`src/rtl/core/tdor_pkg.sv`:
```
// ----------------------------------------------------------------------------
// tdor_pkg
// Shared types and constants of the torus dimension-order route walker.
// ----------------------------------------------------------------------------
`timescale 1ns / 1ps

package tdor_pkg;

  localparam int NUM_DIMS     = 5;
  localparam int MAX_DIM_SIZE = 8;
  localparam int COORD_W      = 3;
  localparam int SIZE_W       = 4;
  localparam int DIM_W        = 3;
  localparam int HOPCNT_W     = 6;
  localparam int ORDER_W      = 15;

  // Register indexes of the configuration port.
  localparam logic [2:0] REG_SIZE_A      = 3'd0;
  localparam logic [2:0] REG_SIZE_B      = 3'd1;
  localparam logic [2:0] REG_SIZE_C      = 3'd2;
  localparam logic [2:0] REG_SIZE_D      = 3'd3;
  localparam logic [2:0] REG_SIZE_E      = 3'd4;
  localparam logic [2:0] REG_WRAP_MASK   = 3'd5;
  localparam logic [2:0] REG_ROUTE_ORDER = 3'd6;

  localparam logic [SIZE_W-1:0]  RST_SIZE_ABCD   = 4'd8;
  localparam logic [SIZE_W-1:0]  RST_SIZE_E      = 4'd2;
  localparam logic [4:0]         RST_WRAP_MASK   = 5'd31;
  localparam logic [ORDER_W-1:0] RST_ROUTE_ORDER = 15'd18056;

  typedef logic [NUM_DIMS-1:0][COORD_W-1:0] coords_t;

  typedef struct packed {
    logic [NUM_DIMS-1:0][SIZE_W-1:0] size;
    logic [NUM_DIMS-1:0]             wrap;
    logic [ORDER_W-1:0]              order;
  } cfg_t;

  typedef struct packed {
    coords_t             hop;
    logic [HOPCNT_W-1:0] hop_number;
    logic [DIM_W-1:0]    moved_dim;
    logic                coord_error;
    logic                last;
  } res_t;

  typedef enum logic [2:0] {
    ST_IDLE,
    ST_CHECK,
    ST_PLAN,
    ST_LOAD,
    ST_WALK
  } st_t;

  // Sizes above the largest supported dimension are clamped to it.
  function automatic logic [SIZE_W-1:0] eff_size(input logic [SIZE_W-1:0] s);
    eff_size = (s > SIZE_W'(MAX_DIM_SIZE)) ? SIZE_W'(MAX_DIM_SIZE) : s;
  endfunction

endpackage

```
`src/rtl/core/tdor_cfg_regs.sv`:
```
// ----------------------------------------------------------------------------
// tdor_cfg_regs
// Configuration register file behind the APB-style port.
// ----------------------------------------------------------------------------
`timescale 1ns / 1ps

module tdor_cfg_regs (
  input  logic          clk,
  input  logic          rst_n,
  input  logic          cfg_psel,
  input  logic          cfg_penable,
  input  logic          cfg_pwrite,
  input  logic [4:0]    cfg_paddr,
  input  logic [31:0]   cfg_pwdata,
  output logic [31:0]   cfg_prdata,
  output logic          cfg_pready,
  output tdor_pkg::cfg_t cfg
);

  tdor_pkg::cfg_t cfg_r;
  tdor_pkg::cfg_t cfg_nxt;
  logic [2:0]     reg_idx;
  logic           wr_en;

  assign reg_idx    = cfg_paddr[4:2];
  assign wr_en      = cfg_psel && cfg_penable && cfg_pwrite;
  assign cfg_pready = 1'b1;
  assign cfg        = cfg_r;

  always_comb begin
    cfg_nxt = cfg_r;
    if (wr_en) begin
      unique case (reg_idx)
        tdor_pkg::REG_SIZE_A:      cfg_nxt.size[0] = cfg_pwdata[3:0];
        tdor_pkg::REG_SIZE_B:      cfg_nxt.size[1] = cfg_pwdata[3:0];
        tdor_pkg::REG_SIZE_C:      cfg_nxt.size[2] = cfg_pwdata[3:0];
        tdor_pkg::REG_SIZE_D:      cfg_nxt.size[3] = cfg_pwdata[3:0];
        tdor_pkg::REG_SIZE_E:      cfg_nxt.size[4] = cfg_pwdata[3:0];
        tdor_pkg::REG_WRAP_MASK:   cfg_nxt.wrap    = cfg_pwdata[4:0];
        tdor_pkg::REG_ROUTE_ORDER: cfg_nxt.order   = cfg_pwdata[14:0];
        default: ;
      endcase
    end
  end

  always_comb begin
    unique case (reg_idx)
      tdor_pkg::REG_SIZE_A:      cfg_prdata = {28'd0, cfg_r.size[0]};
      tdor_pkg::REG_SIZE_B:      cfg_prdata = {28'd0, cfg_r.size[1]};
      tdor_pkg::REG_SIZE_C:      cfg_prdata = {28'd0, cfg_r.size[2]};
      tdor_pkg::REG_SIZE_D:      cfg_prdata = {28'd0, cfg_r.size[3]};
      tdor_pkg::REG_SIZE_E:      cfg_prdata = {28'd0, cfg_r.size[4]};
      tdor_pkg::REG_WRAP_MASK:   cfg_prdata = {27'd0, cfg_r.wrap};
      tdor_pkg::REG_ROUTE_ORDER: cfg_prdata = {17'd0, cfg_r.order};
      default:                   cfg_prdata = 32'd0;
    endcase
  end

  always_ff @(posedge clk) begin
    if (!rst_n) begin
      cfg_r.size[0] <= tdor_pkg::RST_SIZE_ABCD;
      cfg_r.size[1] <= tdor_pkg::RST_SIZE_ABCD;
      cfg_r.size[2] <= tdor_pkg::RST_SIZE_ABCD;
      cfg_r.size[3] <= tdor_pkg::RST_SIZE_ABCD;
      cfg_r.size[4] <= tdor_pkg::RST_SIZE_E;
      cfg_r.wrap    <= tdor_pkg::RST_WRAP_MASK;
      cfg_r.order   <= tdor_pkg::RST_ROUTE_ORDER;
    end else begin
      cfg_r <= cfg_nxt;
    end
  end

endmodule

```
`src/rtl/core/tdor_dist_unit.sv`:
```
// ----------------------------------------------------------------------------
// tdor_dist_unit
// Hop count and direction for one dimension, mesh or wrapping.
// ----------------------------------------------------------------------------
`timescale 1ns / 1ps

module tdor_dist_unit (
  input  logic [tdor_pkg::COORD_W-1:0] src,
  input  logic [tdor_pkg::COORD_W-1:0] dst,
  input  logic [tdor_pkg::SIZE_W-1:0]  size,
  input  logic                         torus,
  output logic [tdor_pkg::COORD_W-1:0] hops,
  output logic                         plus
);

  logic [tdor_pkg::COORD_W-1:0] diff;
  logic [tdor_pkg::SIZE_W-1:0]  diff2;
  logic [tdor_pkg::SIZE_W-1:0]  wrap_hops;

  assign diff      = (dst > src) ? (dst - src) : (src - dst);
  assign diff2     = {diff, 1'b0};
  assign wrap_hops = size - {1'b0, diff};

  always_comb begin
    hops = diff;
    plus = dst > src;
    if (torus) begin
      priority if (diff2 > size) begin
        hops = wrap_hops[tdor_pkg::COORD_W-1:0];
        plus = !(dst > src);
      end else if (diff2 < size) begin
        plus = !(dst < src);
      end else begin
        // Both ways equally long: an even start coordinate goes plus.
        plus = !src[0];
      end
    end
  end

endmodule

```
`src/rtl/core/tdor_walker.sv`:
```
// ----------------------------------------------------------------------------
// tdor_walker
// Sequencer that checks an item, plans the hops of each order slot with the
// shared distance unit and then steps the walk one hop per cycle while results are taken.
// ----------------------------------------------------------------------------
`timescale 1ns / 1ps

module tdor_walker (
  input  logic                    clk,
  input  logic                    rst_n,
  input  tdor_pkg::cfg_t          cfg,
  input  logic                    item_valid,
  output logic                    item_ready,
  input  tdor_pkg::coords_t       item_src,
  input  tdor_pkg::coords_t       item_dst,
  output logic                    res_valid,
  input  logic                    res_ready,
  output tdor_pkg::res_t          res
);

  localparam int CW = tdor_pkg::COORD_W;
  localparam int ND = tdor_pkg::NUM_DIMS;

  tdor_pkg::st_t st_r, st_nxt;

  tdor_pkg::coords_t             pos_r, pos_nxt;
  tdor_pkg::coords_t             dst_r, dst_nxt;
  logic [2:0]                    k_r, k_nxt;
  logic [ND-1:0]                 seen_r, seen_nxt;
  logic [ND-1:0][CW-1:0]         cnt_r, cnt_nxt;
  logic [ND-1:0]                 dir_r, dir_nxt;
  logic [tdor_pkg::HOPCNT_W-1:0] total_r, total_nxt;
  logic [CW-1:0]                 hops_left_r, hops_left_nxt;
  logic [tdor_pkg::HOPCNT_W-1:0] hops_done_r, hops_done_nxt;
  logic [tdor_pkg::DIM_W-1:0]    cur_dim_r, cur_dim_nxt;
  logic                          cur_plus_r, cur_plus_nxt;

  logic [3:0]                         slot_sh;
  logic [tdor_pkg::DIM_W-1:0]         plan_dim;
  logic [tdor_pkg::DIM_W-1:0]         sel_dim;
  logic                               dim_ok;
  logic [tdor_pkg::DIM_W-1:0]         sel_idx;
  logic [tdor_pkg::SIZE_W-1:0]        sel_size;
  logic [CW-1:0]                      d_hops;
  logic                               d_plus;
  logic [tdor_pkg::SIZE_W-1:0]        pos_ext;
  logic [tdor_pkg::SIZE_W-1:0]        pos_inc;
  logic [tdor_pkg::SIZE_W-1:0]        pos_dec;
  logic [CW-1:0]                      new_coord;
  logic                               coord_err;
  logic                               plan_take;
  logic [tdor_pkg::HOPCNT_W-1:0]      plan_total;
  logic [tdor_pkg::HOPCNT_W-1:0]      hop_num;
  logic                               hop_last;

  // Order slot k sits at bits 3k of the order register.
  assign slot_sh  = {k_r, 1'b0} + {1'b0, k_r};
  assign plan_dim = tdor_pkg::DIM_W'(cfg.order >> slot_sh);
  assign sel_dim  = (st_r == tdor_pkg::ST_WALK) ? cur_dim_r : plan_dim;
  assign dim_ok   = sel_dim < tdor_pkg::DIM_W'(ND);
  assign sel_idx  = dim_ok ? sel_dim : '0;
  assign sel_size = tdor_pkg::eff_size(cfg.size[sel_idx]);

  tdor_dist_unit u_dist (
    .src   (pos_r[sel_idx]),
    .dst   (dst_r[sel_idx]),
    .size  (sel_size),
    .torus (cfg.wrap[sel_idx]),
    .hops  (d_hops),
    .plus  (d_plus)
  );

  // One step along the current dimension, wrapping where the dimension does.
  assign pos_ext = {1'b0, pos_r[sel_idx]};
  assign pos_inc = pos_ext + 4'd1;
  assign pos_dec = pos_ext - 4'd1;

  always_comb begin
    if (cfg.wrap[sel_idx]) begin
      if (cur_plus_r) begin
        new_coord = (pos_inc == sel_size) ? '0 : pos_inc[CW-1:0];
      end else begin
        new_coord = (pos_ext == '0) ? CW'(sel_size - 4'd1) : pos_dec[CW-1:0];
      end
    end else begin
      new_coord = cur_plus_r ? pos_inc[CW-1:0] : pos_dec[CW-1:0];
    end
  end

  always_comb begin
    coord_err = 1'b0;
    for (int d = 0; d < ND; d++) begin
      if ({1'b0, pos_r[d]} >= tdor_pkg::eff_size(cfg.size[d]) ||
          {1'b0, dst_r[d]} >= tdor_pkg::eff_size(cfg.size[d])) begin
        coord_err = 1'b1;
      end
    end
  end

  // A dimension already walked sits at its destination, so a repeat gives no hops.
  assign plan_take  = dim_ok && !seen_r[sel_idx];
  assign plan_total = plan_take ? total_r + {3'd0, d_hops} : total_r;
  assign hop_num    = hops_done_r + 6'd1;
  assign hop_last   = hop_num == total_r;

  always_comb begin
    st_nxt = st_r;
    unique case (st_r)
      tdor_pkg::ST_IDLE: begin
        if (item_valid) st_nxt = tdor_pkg::ST_CHECK;
      end
      tdor_pkg::ST_CHECK: begin
        if (!coord_err) st_nxt = tdor_pkg::ST_PLAN;
        else if (res_ready) st_nxt = tdor_pkg::ST_IDLE;
      end
      tdor_pkg::ST_PLAN: begin
        if (k_r == 3'(ND - 1)) begin
          st_nxt = (plan_total == '0) ? tdor_pkg::ST_IDLE : tdor_pkg::ST_LOAD;
        end
      end
      tdor_pkg::ST_LOAD: begin
        st_nxt = tdor_pkg::ST_WALK;
      end
      tdor_pkg::ST_WALK: begin
        if (hops_left_r == '0) st_nxt = tdor_pkg::ST_LOAD;
        else if (res_ready && hop_last) st_nxt = tdor_pkg::ST_IDLE;
      end
      default: st_nxt = tdor_pkg::ST_IDLE;
    endcase
  end

  always_comb begin
    pos_nxt       = pos_r;
    dst_nxt       = dst_r;
    k_nxt         = k_r;
    seen_nxt      = seen_r;
    cnt_nxt       = cnt_r;
    dir_nxt       = dir_r;
    total_nxt     = total_r;
    hops_left_nxt = hops_left_r;
    hops_done_nxt = hops_done_r;
    cur_dim_nxt   = cur_dim_r;
    cur_plus_nxt  = cur_plus_r;
    item_ready    = 1'b0;
    res_valid     = 1'b0;
    res           = '0;
    unique case (st_r)
      tdor_pkg::ST_IDLE: begin
        item_ready = 1'b1;
        if (item_valid) begin
          pos_nxt = item_src;
          dst_nxt = item_dst;
        end
      end
      tdor_pkg::ST_CHECK: begin
        k_nxt         = '0;
        seen_nxt      = '0;
        total_nxt     = '0;
        hops_done_nxt = '0;
        if (coord_err) begin
          res_valid       = 1'b1;
          res.coord_error = 1'b1;
          res.last        = 1'b1;
        end
      end
      tdor_pkg::ST_PLAN: begin
        cnt_nxt[k_r] = plan_take ? d_hops : '0;
        dir_nxt[k_r] = d_plus;
        total_nxt    = plan_total;
        if (plan_take) seen_nxt[sel_idx] = 1'b1;
        k_nxt = (k_r == 3'(ND - 1)) ? '0 : k_r + 3'd1;
      end
      tdor_pkg::ST_LOAD: begin
        hops_left_nxt = cnt_r[k_r];
        cur_dim_nxt   = plan_dim;
        cur_plus_nxt  = dir_r[k_r];
        k_nxt         = k_r + 3'd1;
      end
      tdor_pkg::ST_WALK: begin
        if (hops_left_r != '0) begin
          res_valid          = 1'b1;
          res.hop            = pos_r;
          res.hop[sel_idx]   = new_coord;
          res.hop_number     = hop_num;
          res.moved_dim      = cur_dim_r;
          res.last           = hop_last;
          if (res_ready) begin
            pos_nxt[sel_idx] = new_coord;
            hops_left_nxt    = hops_left_r - 3'd1;
            hops_done_nxt    = hop_num;
          end
        end
      end
      default: ;
    endcase
  end

  always_ff @(posedge clk) begin
    if (!rst_n) begin
      st_r        <= tdor_pkg::ST_IDLE;
      k_r         <= '0;
      seen_r      <= '0;
      total_r     <= '0;
      hops_left_r <= '0;
      hops_done_r <= '0;
    end else begin
      st_r        <= st_nxt;
      k_r         <= k_nxt;
      seen_r      <= seen_nxt;
      total_r     <= total_nxt;
      hops_left_r <= hops_left_nxt;
      hops_done_r <= hops_done_nxt;
    end
  end

  always_ff @(posedge clk) begin
    pos_r      <= pos_nxt;
    dst_r      <= dst_nxt;
    cnt_r      <= cnt_nxt;
    dir_r      <= dir_nxt;
    cur_dim_r  <= cur_dim_nxt;
    cur_plus_r <= cur_plus_nxt;
  end

endmodule

```
`src/rtl/core/torus_dimension_order_route_walk_core.sv`:
```
// ----------------------------------------------------------------------------
// torus_dimension_order_route_walk_core
// Dimension-order route walk through a five-dimensional torus or mesh.
// ----------------------------------------------------------------------------
// One input item (source and destination coordinates) yields one result item
// per hop, walking the dimensions in the configured order, with tlast on the
// final hop; identical coordinates yield nothing and an out-of-range
// coordinate yields a single error item. The block takes one item at a time
// and is not ready until the walk is done. An item is accepted, range-checked,
// then planned one order slot at a time through the shared distance unit over
// all five slots; each order slot reached is then loaded and its hops stepped
// one by one, and the walk stalls whenever the result channel stalls.
// Configuration must be written only while idle; the block itself does not
// enforce it.
`timescale 1ns / 1ps

module torus_dimension_order_route_walk_core (
  input  logic        clk,
  input  logic        rst_n,
  // in_tdata, from bit 0: src_a, src_b, src_c, src_d, src_e,
  //                       dst_a, dst_b, dst_c, dst_d, dst_e, zero pad
  input  logic        in_tvalid,
  output logic        in_tready,
  input  logic [31:0] in_tdata,
  // out_tdata, from bit 0: hop_a, hop_b, hop_c, hop_d, hop_e, hop_number,
  //                        moved_dim
  output logic        out_tvalid,
  input  logic        out_tready,
  output logic [23:0] out_tdata,
  // out_tuser, from bit 0: coord_error
  output logic [0:0]  out_tuser,
  output logic        out_tlast,
  input  logic        cfg_psel,
  input  logic        cfg_penable,
  input  logic        cfg_pwrite,
  input  logic [4:0]  cfg_paddr,
  input  logic [31:0] cfg_pwdata,
  output logic [31:0] cfg_prdata,
  output logic        cfg_pready
);

  tdor_pkg::cfg_t    cfg;
  tdor_pkg::res_t    res;
  logic              res_valid;
  logic              res_ready;
  tdor_pkg::coords_t item_src;
  tdor_pkg::coords_t item_dst;

  logic              out_valid_r;
  logic [23:0]       out_data_r;
  logic              out_err_r;
  logic              out_last_r;

  assign item_src = in_tdata[14:0];
  assign item_dst = in_tdata[29:15];

  tdor_cfg_regs u_cfg (
    .clk         (clk),
    .rst_n       (rst_n),
    .cfg_psel    (cfg_psel),
    .cfg_penable (cfg_penable),
    .cfg_pwrite  (cfg_pwrite),
    .cfg_paddr   (cfg_paddr),
    .cfg_pwdata  (cfg_pwdata),
    .cfg_prdata  (cfg_prdata),
    .cfg_pready  (cfg_pready),
    .cfg         (cfg)
  );

  tdor_walker u_walker (
    .clk        (clk),
    .rst_n      (rst_n),
    .cfg        (cfg),
    .item_valid (in_tvalid),
    .item_ready (in_tready),
    .item_src   (item_src),
    .item_dst   (item_dst),
    .res_valid  (res_valid),
    .res_ready  (res_ready),
    .res        (res)
  );

  // Output register: a new result loads as the previous one is taken.
  assign res_ready = !out_valid_r || out_tready;

  always_ff @(posedge clk) begin
    if (!rst_n) begin
      out_valid_r <= 1'b0;
    end else if (res_ready) begin
      out_valid_r <= res_valid;
    end
  end

  always_ff @(posedge clk) begin
    if (res_ready && res_valid) begin
      out_data_r <= {res.moved_dim, res.hop_number, res.hop};
      out_err_r  <= res.coord_error;
      out_last_r <= res.last;
    end
  end

  assign out_tvalid   = out_valid_r;
  assign out_tdata    = out_data_r;
  assign out_tuser[0] = out_err_r;
  assign out_tlast    = out_last_r;

endmodule

```
`config.mk`:
```
export PLATFORM = sky130hd
export DESIGN_NAME = torus_dimension_order_route_walk_core
export DESIGN_NICKNAME = d
export VERILOG_FILES = /design/src/rtl/core/tdor_pkg.sv /design/src/rtl/core/tdor_cfg_regs.sv /design/src/rtl/core/tdor_dist_unit.sv /design/src/rtl/core/tdor_walker.sv /design/src/rtl/core/torus_dimension_order_route_walk_core.sv
export SDC_FILE = /design/constraint.sdc
export NUM_CORES = 1
export LEC_CHECK = 0
export BUFFER_PORTS_ARGS = -buffer_cell sky130_fd_sc_hd__buf_4
export CORE_MARGIN = 10
export CORE_UTILIZATION = 50
export CTS_BUF_LIST = sky130_fd_sc_hd__clkbuf_2 sky130_fd_sc_hd__clkbuf_4 sky130_fd_sc_hd__clkbuf_8
export DETAILED_ROUTE_END_ITERATION = 8
export PLACE_DENSITY = 0.79
export SKIP_CTS_REPAIR_TIMING = 1
export SYNTH_ARGS = -nofsm -noshare
export SYNTH_HDL_FRONTEND = slang
export SYNTH_HIERARCHICAL = 1
export SYNTH_SLANG_ARGS = --single-unit
```
`constraint.sdc`:
```
create_clock -name clk -period 15.3 [get_ports clk]
set_clock_uncertainty 0.2 [all_clocks]
set_input_delay 2.295 -clock clk [delete_from_list [all_inputs] [get_ports clk]]
set_output_delay 2.295 -clock clk [all_outputs]
set_load 0.05 [all_outputs]
```
==> results of run 1 <==
## per-layer routing
| layer | global-route usage [%] | part of all wire [%] |
|---|---|---|
| met4 | 7.75 | 2.0 |
| met3 | 5.14 | 10 |
| met1 | 26.3 | 43 |
| met2 | 29.9 | 45 |
| met5 | 0 | 0 |
## state kept, by name, summed over array words and instances (netlist names), 6 cells and up, named ones only
name,count
u_cfg/cfg,40
out_tdata,24
u_walker/cnt_r,15
u_walker/dst_r,15
u_walker/hops_done_r,6
u_walker/total_r,6
## kinds of logic after synthesis
family,synth area share (%)
compound gates,17.8
xor+xnor,2.40
fa+ha+maj,7.88
buf+inv,6.53
flops,38.6
mux,9.34
other cells,0.0775
simple gates,17.4
## area by class of cell
type,instances,area [um2]
Tap cell,260,325
Fill cell,1671,7970
Inverter,71,267
Clock buffer,18,241
Multi-Input combinational cell,756,5380
Sequential cell,147,3740
Clock inverter,14,224
Timing Repair Buffer,100,751
## synth_stat cells, drive strengths merged, types with 27 or more instances
cell type    n
nand2      104
edfxtp      80
nor2        74
inv         71
a21oi       67
dfxtp       67
ha          53
mux2i       46
o21ai       45
buf         35
and2        30
clkbuf      27
## worst max-delay path: cells and delay by family, from the launching register on
kind,cells,cell delay (ns)
buffers and inverters,4,0.40
adder cells (fa/ha/maj),5,2.24
AO/OA/AOI/OAI,11,3.01
XOR/XNOR,1,0.15
AND/OR/NAND/NOR,3,1.21
multiplexers,4,1.49
flip-flops,1,1.00
## path summary, 6_finish.rpt
check,from,end,slack (ns),cells past startpoint
worst max-delay path,u_walker/k_r[0]$_SDFFE_PN0P_,u_walker/st_r[1]$_SDFFE_PN0P_,5.42,28
worst min-delay path,u_walker/seen_r[0]$_SDFFE_PN0P_,u_walker/seen_r[0]$_SDFFE_PN0P_,0.26,2
worst max register to register,u_walker/k_r[0]$_SDFFE_PN0P_,u_walker/st_r[1]$_SDFFE_PN0P_,5.42,28
worst min register to register,u_walker/seen_r[0]$_SDFFE_PN0P_,u_walker/seen_r[0]$_SDFFE_PN0P_,0.26,2
## power breakdown
part	switching (W)	internal, W
Clock	0.000159	0.000198
Combinational	0.000986	0.000535
Sequential	0.0000455	0.000608
Total	0.00119	0.00134
## through the flow
step / setup slack, ns / hold WS [ns] / instances
2_1_floorplan: 7.60 / 0.226 / 1036
3_3_place_gp: 5.61 / 0.234 / 1334
3_5_place_dp: 5.44 / 0.249 / 1334
4_1_cts: 5.43 / 0.262 / 1366
5_1_grt: 4.74 / 0.286 / 1366
6_report: 5.42 / 0.262 / 1366
## cell usage in the layout (no fill, tap or decap), drive strengths merged, types with 14 or more instances in the layout
master	n
a21oi	67
a22oi	15
a31oi	17
and2	30
and3	15
buf	100
clkbuf	18
conb	18
dfxtp	67
edfxtp	80
ha	53
inv	76
mux2	14
mux2i	46
nand2	104
nand2b	19
nand3	23
nor2	74
nor2b	18
nor3	14
o211ai	17
o21ai	45
==> results, run 1 <==
- The flow ran to the end, and the final reports show no timing, DRC or antenna violations.
- The setup-violating endpoint count in the final report is 0.
- The number of nets still failing antenna checks after routing is 0.
- After layout, the worst path uses 64.6% of the clock period.
- After detailed placement, the total cell area comes to 0.0105 mm2.
- Counting distinct cell types in the post-synthesis netlist gives 90.
- The die width is 159 um.
- The count of maximum capacitance violations is 0.
- After clock tree synthesis, the clock-pin slew on the worst setup and hold paths is 0.08 ns.
- For this design the ratio of total power to cell area is 232 mW/mm2.
- The tightest min-delay check is of the register to register type.
- During placement, the flow inserted port buffers numbering 97.
- The analysis attributes to cell leakage a power of 4.53 nW.
- The number of enable-type register cells in the synthesized netlist is 80.
- The detailed router placed 8210 vias in this run.
- Clock latency on the worst-skew pair, taken at its later pin, is 0.47 ns.
- The total overflow reported by the global router is 0.
- 137 I/O pins were placed.
- For this run, the detailed router's first-pass iteration total came to 8.
- TritonCTS created 17 clock buffers.
- In the routed design, unresolved DRC markers number 0.
- The Yosys warning count is 6.
- The final layout contains 1227 nets.
- After synthesis, the largest area contributor takes up 24.8% of total cell area.
- The tree built by TritonCTS fans out to 147 sinks.
- The congestion estimate from routability-driven global placement came to 0.926.
- The detail-routed net length per standard cell is 19.0 um.
- After synthesis, the share of flip-flops with an asynchronous set or reset is 0%.
- The global-route wire length before repair is 41200 um.
- Setup repair after global routing left no endpoint under its margin.
- The worst setup path is launched from a register.
- Dividing the detail-routed via count by the number of cells gives 6.01.
- The number of placement rows is 50.
- The sequential fraction of the synthesis area is 38.6%.
- 0 antenna diodes ended up in the layout.
- Timing would allow up to 101 MHz.
- The number of global-route vias before repair is 7731.
- The endpoint kind of the worst setup timing path is a register.
- The violation count after the first detailed-routing iteration is 747.
- The die boundary height is 159 um.
- The core region is 0.0189 mm2.
- After legalization and detailed placement, the total HPWL measured 19400 um.
- Clock tree synthesis selected as its root buffer the cell sky130_fd_sc_hd__clkbuf_8.
- Wires add up to 26000 um.
- In this run the deepest clock path goes through 2 buffers.
- The post-synthesis average cell area is 9.50 um2.
- Data arrives at the worst endpoint at 10.02 ns.
- The kind of critical path is register to register.
- Once the floorplan was initialized, standard cells occupied 51.3% of the core.
- The cell area after layout is 0.0109 mm2.
- On the worst path, the slowest cell contributes a delay of 1.00 ns.
- In the post-synthesis netlist, the biggest area contributors are sky130_fd_sc_hd__edfxtp_1 (25%), sky130_fd_sc_hd__dfxtp_1 (14%), sky130_fd_sc_hd__ha_1 (6.8%).
- Across the VDD grid, the largest voltage drop is 188 uV.
- The slowest stage of the critical path belongs to the cell sky130_fd_sc_hd__dfxtp_1.
- The H-tree depth is 4.
- The slew of the pin with the lowest slew margin is 1.03 ns.
- The worst relative slew slack is 31.2%.
- The post-layout utilization of the core is 57.8%.
- The number of antenna violations at the first check in global routing is 0.
- The global-route usage over all layers is 19.7%.
- After layout, the minimum clock period comes to 9.88 ns.
- TritonCTS built the clock tree.
- The number of flip-flops and latches in the synthesized netlist is 147.
- The highest fanout seen on the critical path is 22.
- For the final routed database, the setup TNS stands at 0 ns.
- The floorplan step defined a die boundary enclosing 0.0253 mm2.
- The area growth from synthesis to layout is 12.8%.
- Synthesis handed over a netlist of 1020 instances.
- The worst endpoint required time is 15.44 ns.
- The final max-slew violation count is 0.
- The fraction of layout instances using a drive strength above 1 is 16.7%.
- The hold violation total from the final report came to 0.
- The top flip-flop cell by instance count after synthesis is sky130_fd_sc_hd__edfxtp_1.
- The completed layout was analyzed and its total power is 0.00253 W.
- Summed over all instances, the cell type with the most area after synthesis is sky130_fd_sc_hd__edfxtp_1.
- The largest net degree at the start of global routing is 59.
- The area of the mapped netlist is 0.00969 mm2.
Power figures use the tool's default switching activity.
==> inputs of run 2 (changes only) <==
--- a/config.mk
+++ b/config.mk
@@ -5,12 +5,13 @@
 export SDC_FILE = /design/constraint.sdc
 export NUM_CORES = 1
 export LEC_CHECK = 0
+export ABC_AREA = 1
 export BUFFER_PORTS_ARGS = -buffer_cell sky130_fd_sc_hd__buf_4
 export CORE_MARGIN = 10
 export CORE_UTILIZATION = 50
 export CTS_BUF_LIST = sky130_fd_sc_hd__clkbuf_2 sky130_fd_sc_hd__clkbuf_4 sky130_fd_sc_hd__clkbuf_8
 export DETAILED_ROUTE_END_ITERATION = 8
-export PLACE_DENSITY = 0.79
+export PLACE_DENSITY = 0.82
 export SKIP_CTS_REPAIR_TIMING = 1
 export SYNTH_ARGS = -nofsm -noshare
 export SYNTH_HDL_FRONTEND = slang
==> constraint.sdc (replaced) <==
create_clock -name clk -period 8.09 [get_ports clk]
set_clock_uncertainty 0.2 [all_clocks]
set_input_delay 1.2135 -clock clk [delete_from_list [all_inputs] [get_ports clk]]
set_output_delay 1.2135 -clock clk [all_outputs]
set_load 0.05 [all_outputs]
==> run 2 against run 1 <==
Sequential cell count stayed put. Critical path type unchanged. Register-to-register slack got worse by 4.4 ns. Global-route usage rose by 0.61 points. Synthesized cell count rose by 30%.
==> results, run 2 <==
- The number of clock buffers added by TritonCTS is 17.
- The number of nets still failing antenna checks after routing is 0.
- Summing every instance area after synthesis gives 0.0101 mm2.
- The count of maximum capacitance violations is 0.
- The count of buffering cells on the critical path with inverters included is 5.
- The total routed wirelength is 26900 um.
- The largest net degree at the start of global routing is 45.
- The TritonCTS sink count is 147.
- Global routing used 20.3% of the available tracks across all layers.
- The most critical setup path has its startpoint at u_walker/k_r[1]$_SDFFE_PN0P_.
- In the final routed layout, each cell accounts on average for 16.0 um.
- After clock tree synthesis, the clock-pin slew on the worst setup and hold paths is 0.08 ns.
- The share of the synthesized area in the top cell type is 23.8%.
- The number of global-route vias before repair came to 8693.
- The Yosys warning count is 6.
- Subtracting the final worst setup slack from the clock period gives 7.06 ns.
- The worst pin sits at a relative slew slack of 38.8%.
- Of all cell types, the one taking the most synthesized area is sky130_fd_sc_hd__edfxtp_1.
- The number of different library cells used by synthesis comes to 53.
- At the worst endpoint, the arrival time is 7.25 ns.
- The total overflow reported by the global router is 0.
- Leaving out fill and tap cells, the most frequent cell in the layout is sky130_fd_sc_hd__nand2_1.
- In this run the mean area of a mapped cell was 7.64 um2.
- The die is 162 um wide.
- In the synthesized netlist, the cells that appear most often are sky130_fd_sc_hd__nand2_1 (304), sky130_fd_sc_hd__inv_1 (172), sky130_fd_sc_hd__nor2_1 (141), sky130_fd_sc_hd__nand3_1 (109), sky130_fd_sc_hd__edfxtp_1 (80).
- The area growth from synthesis to layout is 12.3%.
- The layout filler cell count is 1777.
- In this run, the number of DRC markers left after iteration 0 of detailed routing was 1040.
- For this block, the via count after detailed routing is 9125.
- The worst setup path is launched from a register.
- Of the available clock period, the critical path in the final layout requires 87.3%.
- The run finished with clean final reports.
- The hold violation total from the final report is 0.
- The global-route wire length before repair is 43700 um.
- The fraction of layout instances using a drive strength above 1 is 17.4%.
- On the worst path, the slowest cell contributes a delay of 0.81 ns.
- The final estimated routing congestion in global placement is 0.969.
- Input and output buffers added on the ports amount to 97.
- The initialized floorplan defines 51 standard-cell rows.
- The die boundary height is 162 um.
- The post-detailed-placement half-perimeter wirelength is 20100 um.
- The sequential fraction of the synthesis area is 37.1%.
- The kind of critical path is register to register.
- The start of the worst register-to-register path is u_walker/k_r[1]$_SDFFE_PN0P_.
- For this run, design rule violations remaining after detail routing come to 0.
- The highest fanout seen on the critical path is 24.
- The clock tree from TritonCTS is built.
- The clock passes through at most 2 buffers.
- The top cell types in the final layout, fill and taps aside, are sky130_fd_sc_hd__nand2_1 (304), sky130_fd_sc_hd__inv_1 (172), sky130_fd_sc_hd__nor2_1 (141), sky130_fd_sc_hd__nand3_1 (109), sky130_fd_sc_hd__buf_4 (103).
- Yosys attributes the largest share of cell area to sky130_fd_sc_hd__edfxtp_1 (24%), sky130_fd_sc_hd__dfxtp_1 (13%), sky130_fd_sc_hd__nand2_1 (11%).
- The core outline area is 0.0197 mm2.
- The setup-violating endpoint count in the final report is 0.
- The maximum achievable frequency is 142 MHz.
- At the worst endpoint, the required time is 8.27 ns.
- The H-tree depth is 4.
- The register with the most flip-flops in the layout has 40 of them.
- The ratio of routed vias to standard cells is 5.43.
- The source-to-sink clock delay at the later pin of the worst-skew pair is 0.47 ns.
- In this run, synthesis inferred 80 flip-flops with an integrated enable.
- Setup repair after global routing left no endpoint under its margin.
- For this design the top-level I/O count stands at 137.
- The number of antenna violations at the first check in global routing is 0.
- The overall die area is 0.0263 mm2.
- The worst min-delay path class is register to register.
- Among the stages of the critical path, the cell type that occurs most often is sky130_fd_sc_hd__nand2_1.
- The count of antenna diodes in the layout is 0.
- After technology mapping, the gate count stands at 1321.
- The final max-slew violation count was 0.
- Yosys instantiated no cell more often than sky130_fd_sc_hd__nand2_1.
- The cell family contributing the most delay on the critical path is adder cells.
- The setup TNS after final layout is 0 ns.
- The slew of the pin with the lowest slew margin is 0.915 ns.
- For this design, the slowest cell found on the critical path is sky130_fd_sc_hd__fa_1.
- The proportion of synthesized flip-flops having asynchronous set or reset is 0%.
- The most used flip-flop cell after synthesis is sky130_fd_sc_hd__edfxtp_1.
- The net total in the final layout is 1537.
- The startpoint identified for the worst hold timing path is u_walker/seen_r[2]$_SDFFE_PN0P_.
- The worst setup path is captured at a register.
- The clock root buffer is sky130_fd_sc_hd__clkbuf_8.
- The number of flip-flops and latches in the synthesized netlist is 147.
- The effective utilization at floorplan is 51.4%.
- The first-pass detailed-route iteration total is 5.
## run 2: final cells by class
| type | count | area, um2 | share of cell area (%) |
|---|---|---|---|
| inverter | 191 | 726 | 6.40 |
| sequential | 147 | 3740 | 33.0 |
| clock inverter | 13 | 205 | 1.81 |
| tap | 265 | 332 | 2.93 |
| clock buffer | 19 | 255 | 2.25 |
| multi-input combinational | 943 | 5300 | 46.7 |
| timing repair buffer | 103 | 773 | 6.82 |
## run 2: per-layer routing
| metal | global-route usage, % | up-vias | wire (um) |
|---|---|---|---|
| li1 | - | 4443 | - |
| met1 | 25.2 | 4217 | 11500 |
| met2 | 32.9 | 411 | 12400 |
| met3 | 5.61 | 54 | 2170 |
| met4 | 7.82 | 0 | 754 |
| met5 | 0 | - | 0 |
## run 2: through the flow
step                setup WS (ns)  instances  cell area, um2  hold slack (ns)  util [%]
global placement             1.20       1649           10900            0.245      55.3
CTS                          1.13       1681           11300            0.264      57.7
finish                       1.03       1681           11300            0.259      57.7
detailed placement           1.16       1649           10900            0.252      55.3
global route                0.500       1681           11300            0.296      57.7
floorplan                    2.11       1337           10200            0.236         -
## run 2: logic make-up (layout without fill, tap and decap cells)
kind of cell             Yosys count  after routing  synth area share (%)
AO/OA/AOI/OAI                    171            171                  10.2
XOR/XNOR                          17             17                  1.48
adder cells (fa/ha/maj)           58             58                  7.56
buffers and inverters            247            326                  11.1
flip-flops                       147            147                  37.1
other                              2             18                0.0744
AND/OR/NAND/NOR                  679            679                  32.5
## run 2: final timing paths
check | to | depth (start not counted) | slack [ns]
worst max-delay path | u_walker/st_r[1]$_SDFFE_PN0P_ | 41 | 1.03
worst min-delay path | u_walker/seen_r[2]$_SDFFE_PN0P_ | 2 | 0.26
worst max register to register | u_walker/st_r[1]$_SDFFE_PN0P_ | 41 | 1.03
worst min register to register | u_walker/seen_r[2]$_SDFFE_PN0P_ | 2 | 0.26
## run 2: worst reg2reg max path, delay by kind of cell (launching register included)
kind	cells	cell delay [ns]
xor gates and xnor gates	2	0.31
DFF	1	0.48
buffers and inverters	5	0.54
and+or+nand+nor	22	2.26
AOI/OAI and AO/OA	6	0.94
adders and majority gates	6	2.26
Power of run 2 is left out: the tool's default activity adds up to more than one toggle a clock period on the data nets, which glitch-free logic cannot reach.
==> inputs of run 3 (changes only) <==
--- a/config.mk
+++ b/config.mk
@@ -11,6 +11,7 @@
 export CORE_UTILIZATION = 50
 export CTS_BUF_LIST = sky130_fd_sc_hd__clkbuf_2 sky130_fd_sc_hd__clkbuf_4 sky130_fd_sc_hd__clkbuf_8
 export DETAILED_ROUTE_END_ITERATION = 8
+export GPL_TIMING_DRIVEN = 1
 export PLACE_DENSITY = 0.82
 export SKIP_CTS_REPAIR_TIMING = 1
 export SYNTH_ARGS = -nofsm -noshare
==> constraint.sdc (replaced) <==
create_clock -name clk -period 5.7 [get_ports clk]
set_clock_uncertainty 0.2 [all_clocks]
set_input_delay 0.855 -clock clk [delete_from_list [all_inputs] [get_ports clk]]
set_output_delay 0.855 -clock clk [all_outputs]
set_load 0.05 [all_outputs]
==> run 3 against run 2 <==
The flow now finishes with violations (negative setup slack). Non-clock buffer count grew 72. Critical endpoint unchanged. Core utilization grew 3.7 points. Sequential cell count is the same. Highest routed layer unchanged. Count of clock-buffer cells in the layout shrank 2. Setup slack lost 1.4 ns. First-iteration DRC count shrank 18%. Sequential share of layout area shrank 1.9 points. Via count grew 4.7%.
==> results, run 3 (synthesis results as in run 2) <==
- The run finished, with violations left.
- The checks that failed: negative setup slack.
- TritonCTS built the clock tree.
- Setup repair after global routing could not meet its margin everywhere.
- The worst setup path is launched from a register.
- In the layout the commonest cells are sky130_fd_sc_hd__nand2_1 (293), sky130_fd_sc_hd__buf_4 (170), sky130_fd_sc_hd__inv_1 (163), sky130_fd_sc_hd__nor2_1 (134), sky130_fd_sc_hd__nand3_1 (105).
- In this run, CTS created clock tree buffers numbering 17.
- The number of global-route vias before repair is 9176.
- Across all setup checks in the final design, the least slack found is -0.399 ns.
- The largest net degree at the start of global routing is 45.
- After the first detailed-routing iteration, the DRC count stood at 851.
- Once the floorplan was initialized, standard cells occupied 51.4% of the core.
- In this run the deepest clock path goes through 2 buffers.
- The final route contains 9556 vias.
- The maximum cell stage delay along the critical path is 0.50 ns.
- The congestion estimate from routability-driven global placement came to 0.961.
- The count of antenna diodes in the layout is 0.
- The maximum achievable frequency is 164 MHz.
- Global routing finished with a remaining overflow of 0.
- The number of port buffers is 97.
- The TritonCTS sink count is 147.
- The source-to-sink clock delay at the later pin of the worst-skew pair is 0.47 ns.
- The hold violation total from the final report came to 0.
- The count of maximum capacitance violations is 0.
- The number of design rule violations left after detail routing is 0.
- Once layout is complete, the cells apart from fillers number 1754.
- Before antenna repair, the detailed router went through 6 iterations.
- In this run the clock root is driven by a sky130_fd_sc_hd__clkbuf_8.
- The final clock period utilization by the worst path is 107%.
- After clock tree synthesis, the clock-pin slew on the worst setup and hold paths is 0.08 ns.
- By startpoint and endpoint, the worst setup path is classified as register to register.
- The logic depth of the worst register-to-register path is 42.
- Including well taps, the total number of placed cells is 1711.
- From left edge to right edge, the die measures 162 um.
- The initialized floorplan defines 51 standard-cell rows.
- The die is 162 um tall.
- The final max-slew violation count is 0.
- At the pin with the least slew margin, the transition time is 0.815 ns.
- The worst relative slew slack is 45.4%.
- The total routed wirelength is 28400 um.
- Relative to the synthesized area, the layout overhead comes to 19.4%.
- The number of nets still failing antenna checks after routing is 0.
- The total area inside the core boundary comes to 0.0197 mm2.
- The worst setup path is captured at a register.
- Cells with a size suffix above 1 make up 25.3% of the layout.
- The detail-routed net length per standard cell is 16.2 um.
- Data on the critical path is required at its endpoint by 5.83 ns.
- The number of top-level pins is 137.
- The global-route wire length before repair is 45200 um.
- The worst min-delay path class is register to register.
- The cell with the largest stage delay on the worst path is sky130_fd_sc_hd__fa_1.
- The post-detailed-placement half-perimeter wirelength is 21200 um.
- The H-tree depth is 4.
- The die covers 0.0263 mm2.
- The register with the most flip-flops in the layout has 40 of them.
- For the finished layout, the period the worst path requires is 6.10 ns.
- Global routing used 21.0% of the available tracks.
- The dominant cell type by count on the critical path is sky130_fd_sc_hd__nand2_1.
- The post-layout utilization of the core is 61.3%.
- The most common library cell in the layout ignoring fill and taps is sky130_fd_sc_hd__nand2_1.
- The setup-violating endpoint count in the final report is 6.
- In this run the worst path has a maximum fanout of 4.
- The arrival time at the worst endpoint is 6.23 ns.
- Using the TritonRoute via totals, the vias-per-cell ratio works out to 5.45.
- Counting instances, the worst hold path has a depth of 2.
- At the end of the flow, the number of nets in the layout was 1610.
- The number of antenna violations at the first check in global routing came to 0.
## run 3: stage by stage
stage	TNS [ns]	hold WS [ns]	setup WS [ns]	instance area, um2
3_5_place_dp	-1.24	0.256	-0.392	11400
4_1_cts	-1.71	0.268	-0.467	11800
5_1_grt	-3.38	0.288	-0.763	12100
3_3_place_gp	-0.942	0.243	-0.342	11400
2_1_floorplan	0	0.236	0.0158	10200
6_report	-1.20	0.267	-0.399	12100
## run 3: area by class of cell
class	count	area, um2
clock buffer	17	234
clock inverter	15	130
fill	1681	7600
inverter	191	726
multi-input combinational	944	5540
sequential	147	3750
tap	265	332
timing repair buffer	175	1350
## run 3: path summary, 6_finish.rpt
path	slack [ns]	from	endpoint
min	0.27	u_walker/seen_r[2]$_SDFFE_PN0P_	u_walker/seen_r[2]$_SDFFE_PN0P_
min reg2reg	0.27	u_walker/seen_r[2]$_SDFFE_PN0P_	u_walker/seen_r[2]$_SDFFE_PN0P_
max reg2reg	-0.40	u_walker/k_r[0]$_SDFFE_PN0P_	u_walker/st_r[1]$_SDFFE_PN0P_
max	-0.40	u_walker/k_r[0]$_SDFFE_PN0P_	u_walker/st_r[1]$_SDFFE_PN0P_
## run 3: worst max-delay path: cells and delay by family (launching register included)
kind	cells	cell delay, ns
compound gates	6	0.79
xor+xnor	1	0.13
fa+ha+maj	7	2.10
buf+inv	7	0.46
flops	1	0.37
simple gates	21	1.90
## run 3: routing by layer
metal / global-route usage [%] / wire length, um / up-vias
li1: - / - / 4581
met1: 25.0 / 11700 / 4438
met2: 34.5 / 13400 / 463
met3: 5.31 / 2410 / 74
met4: 10.4 / 955 / 0
met5: 0 / 0 / -
Power of run 3 is left out for the same reason.
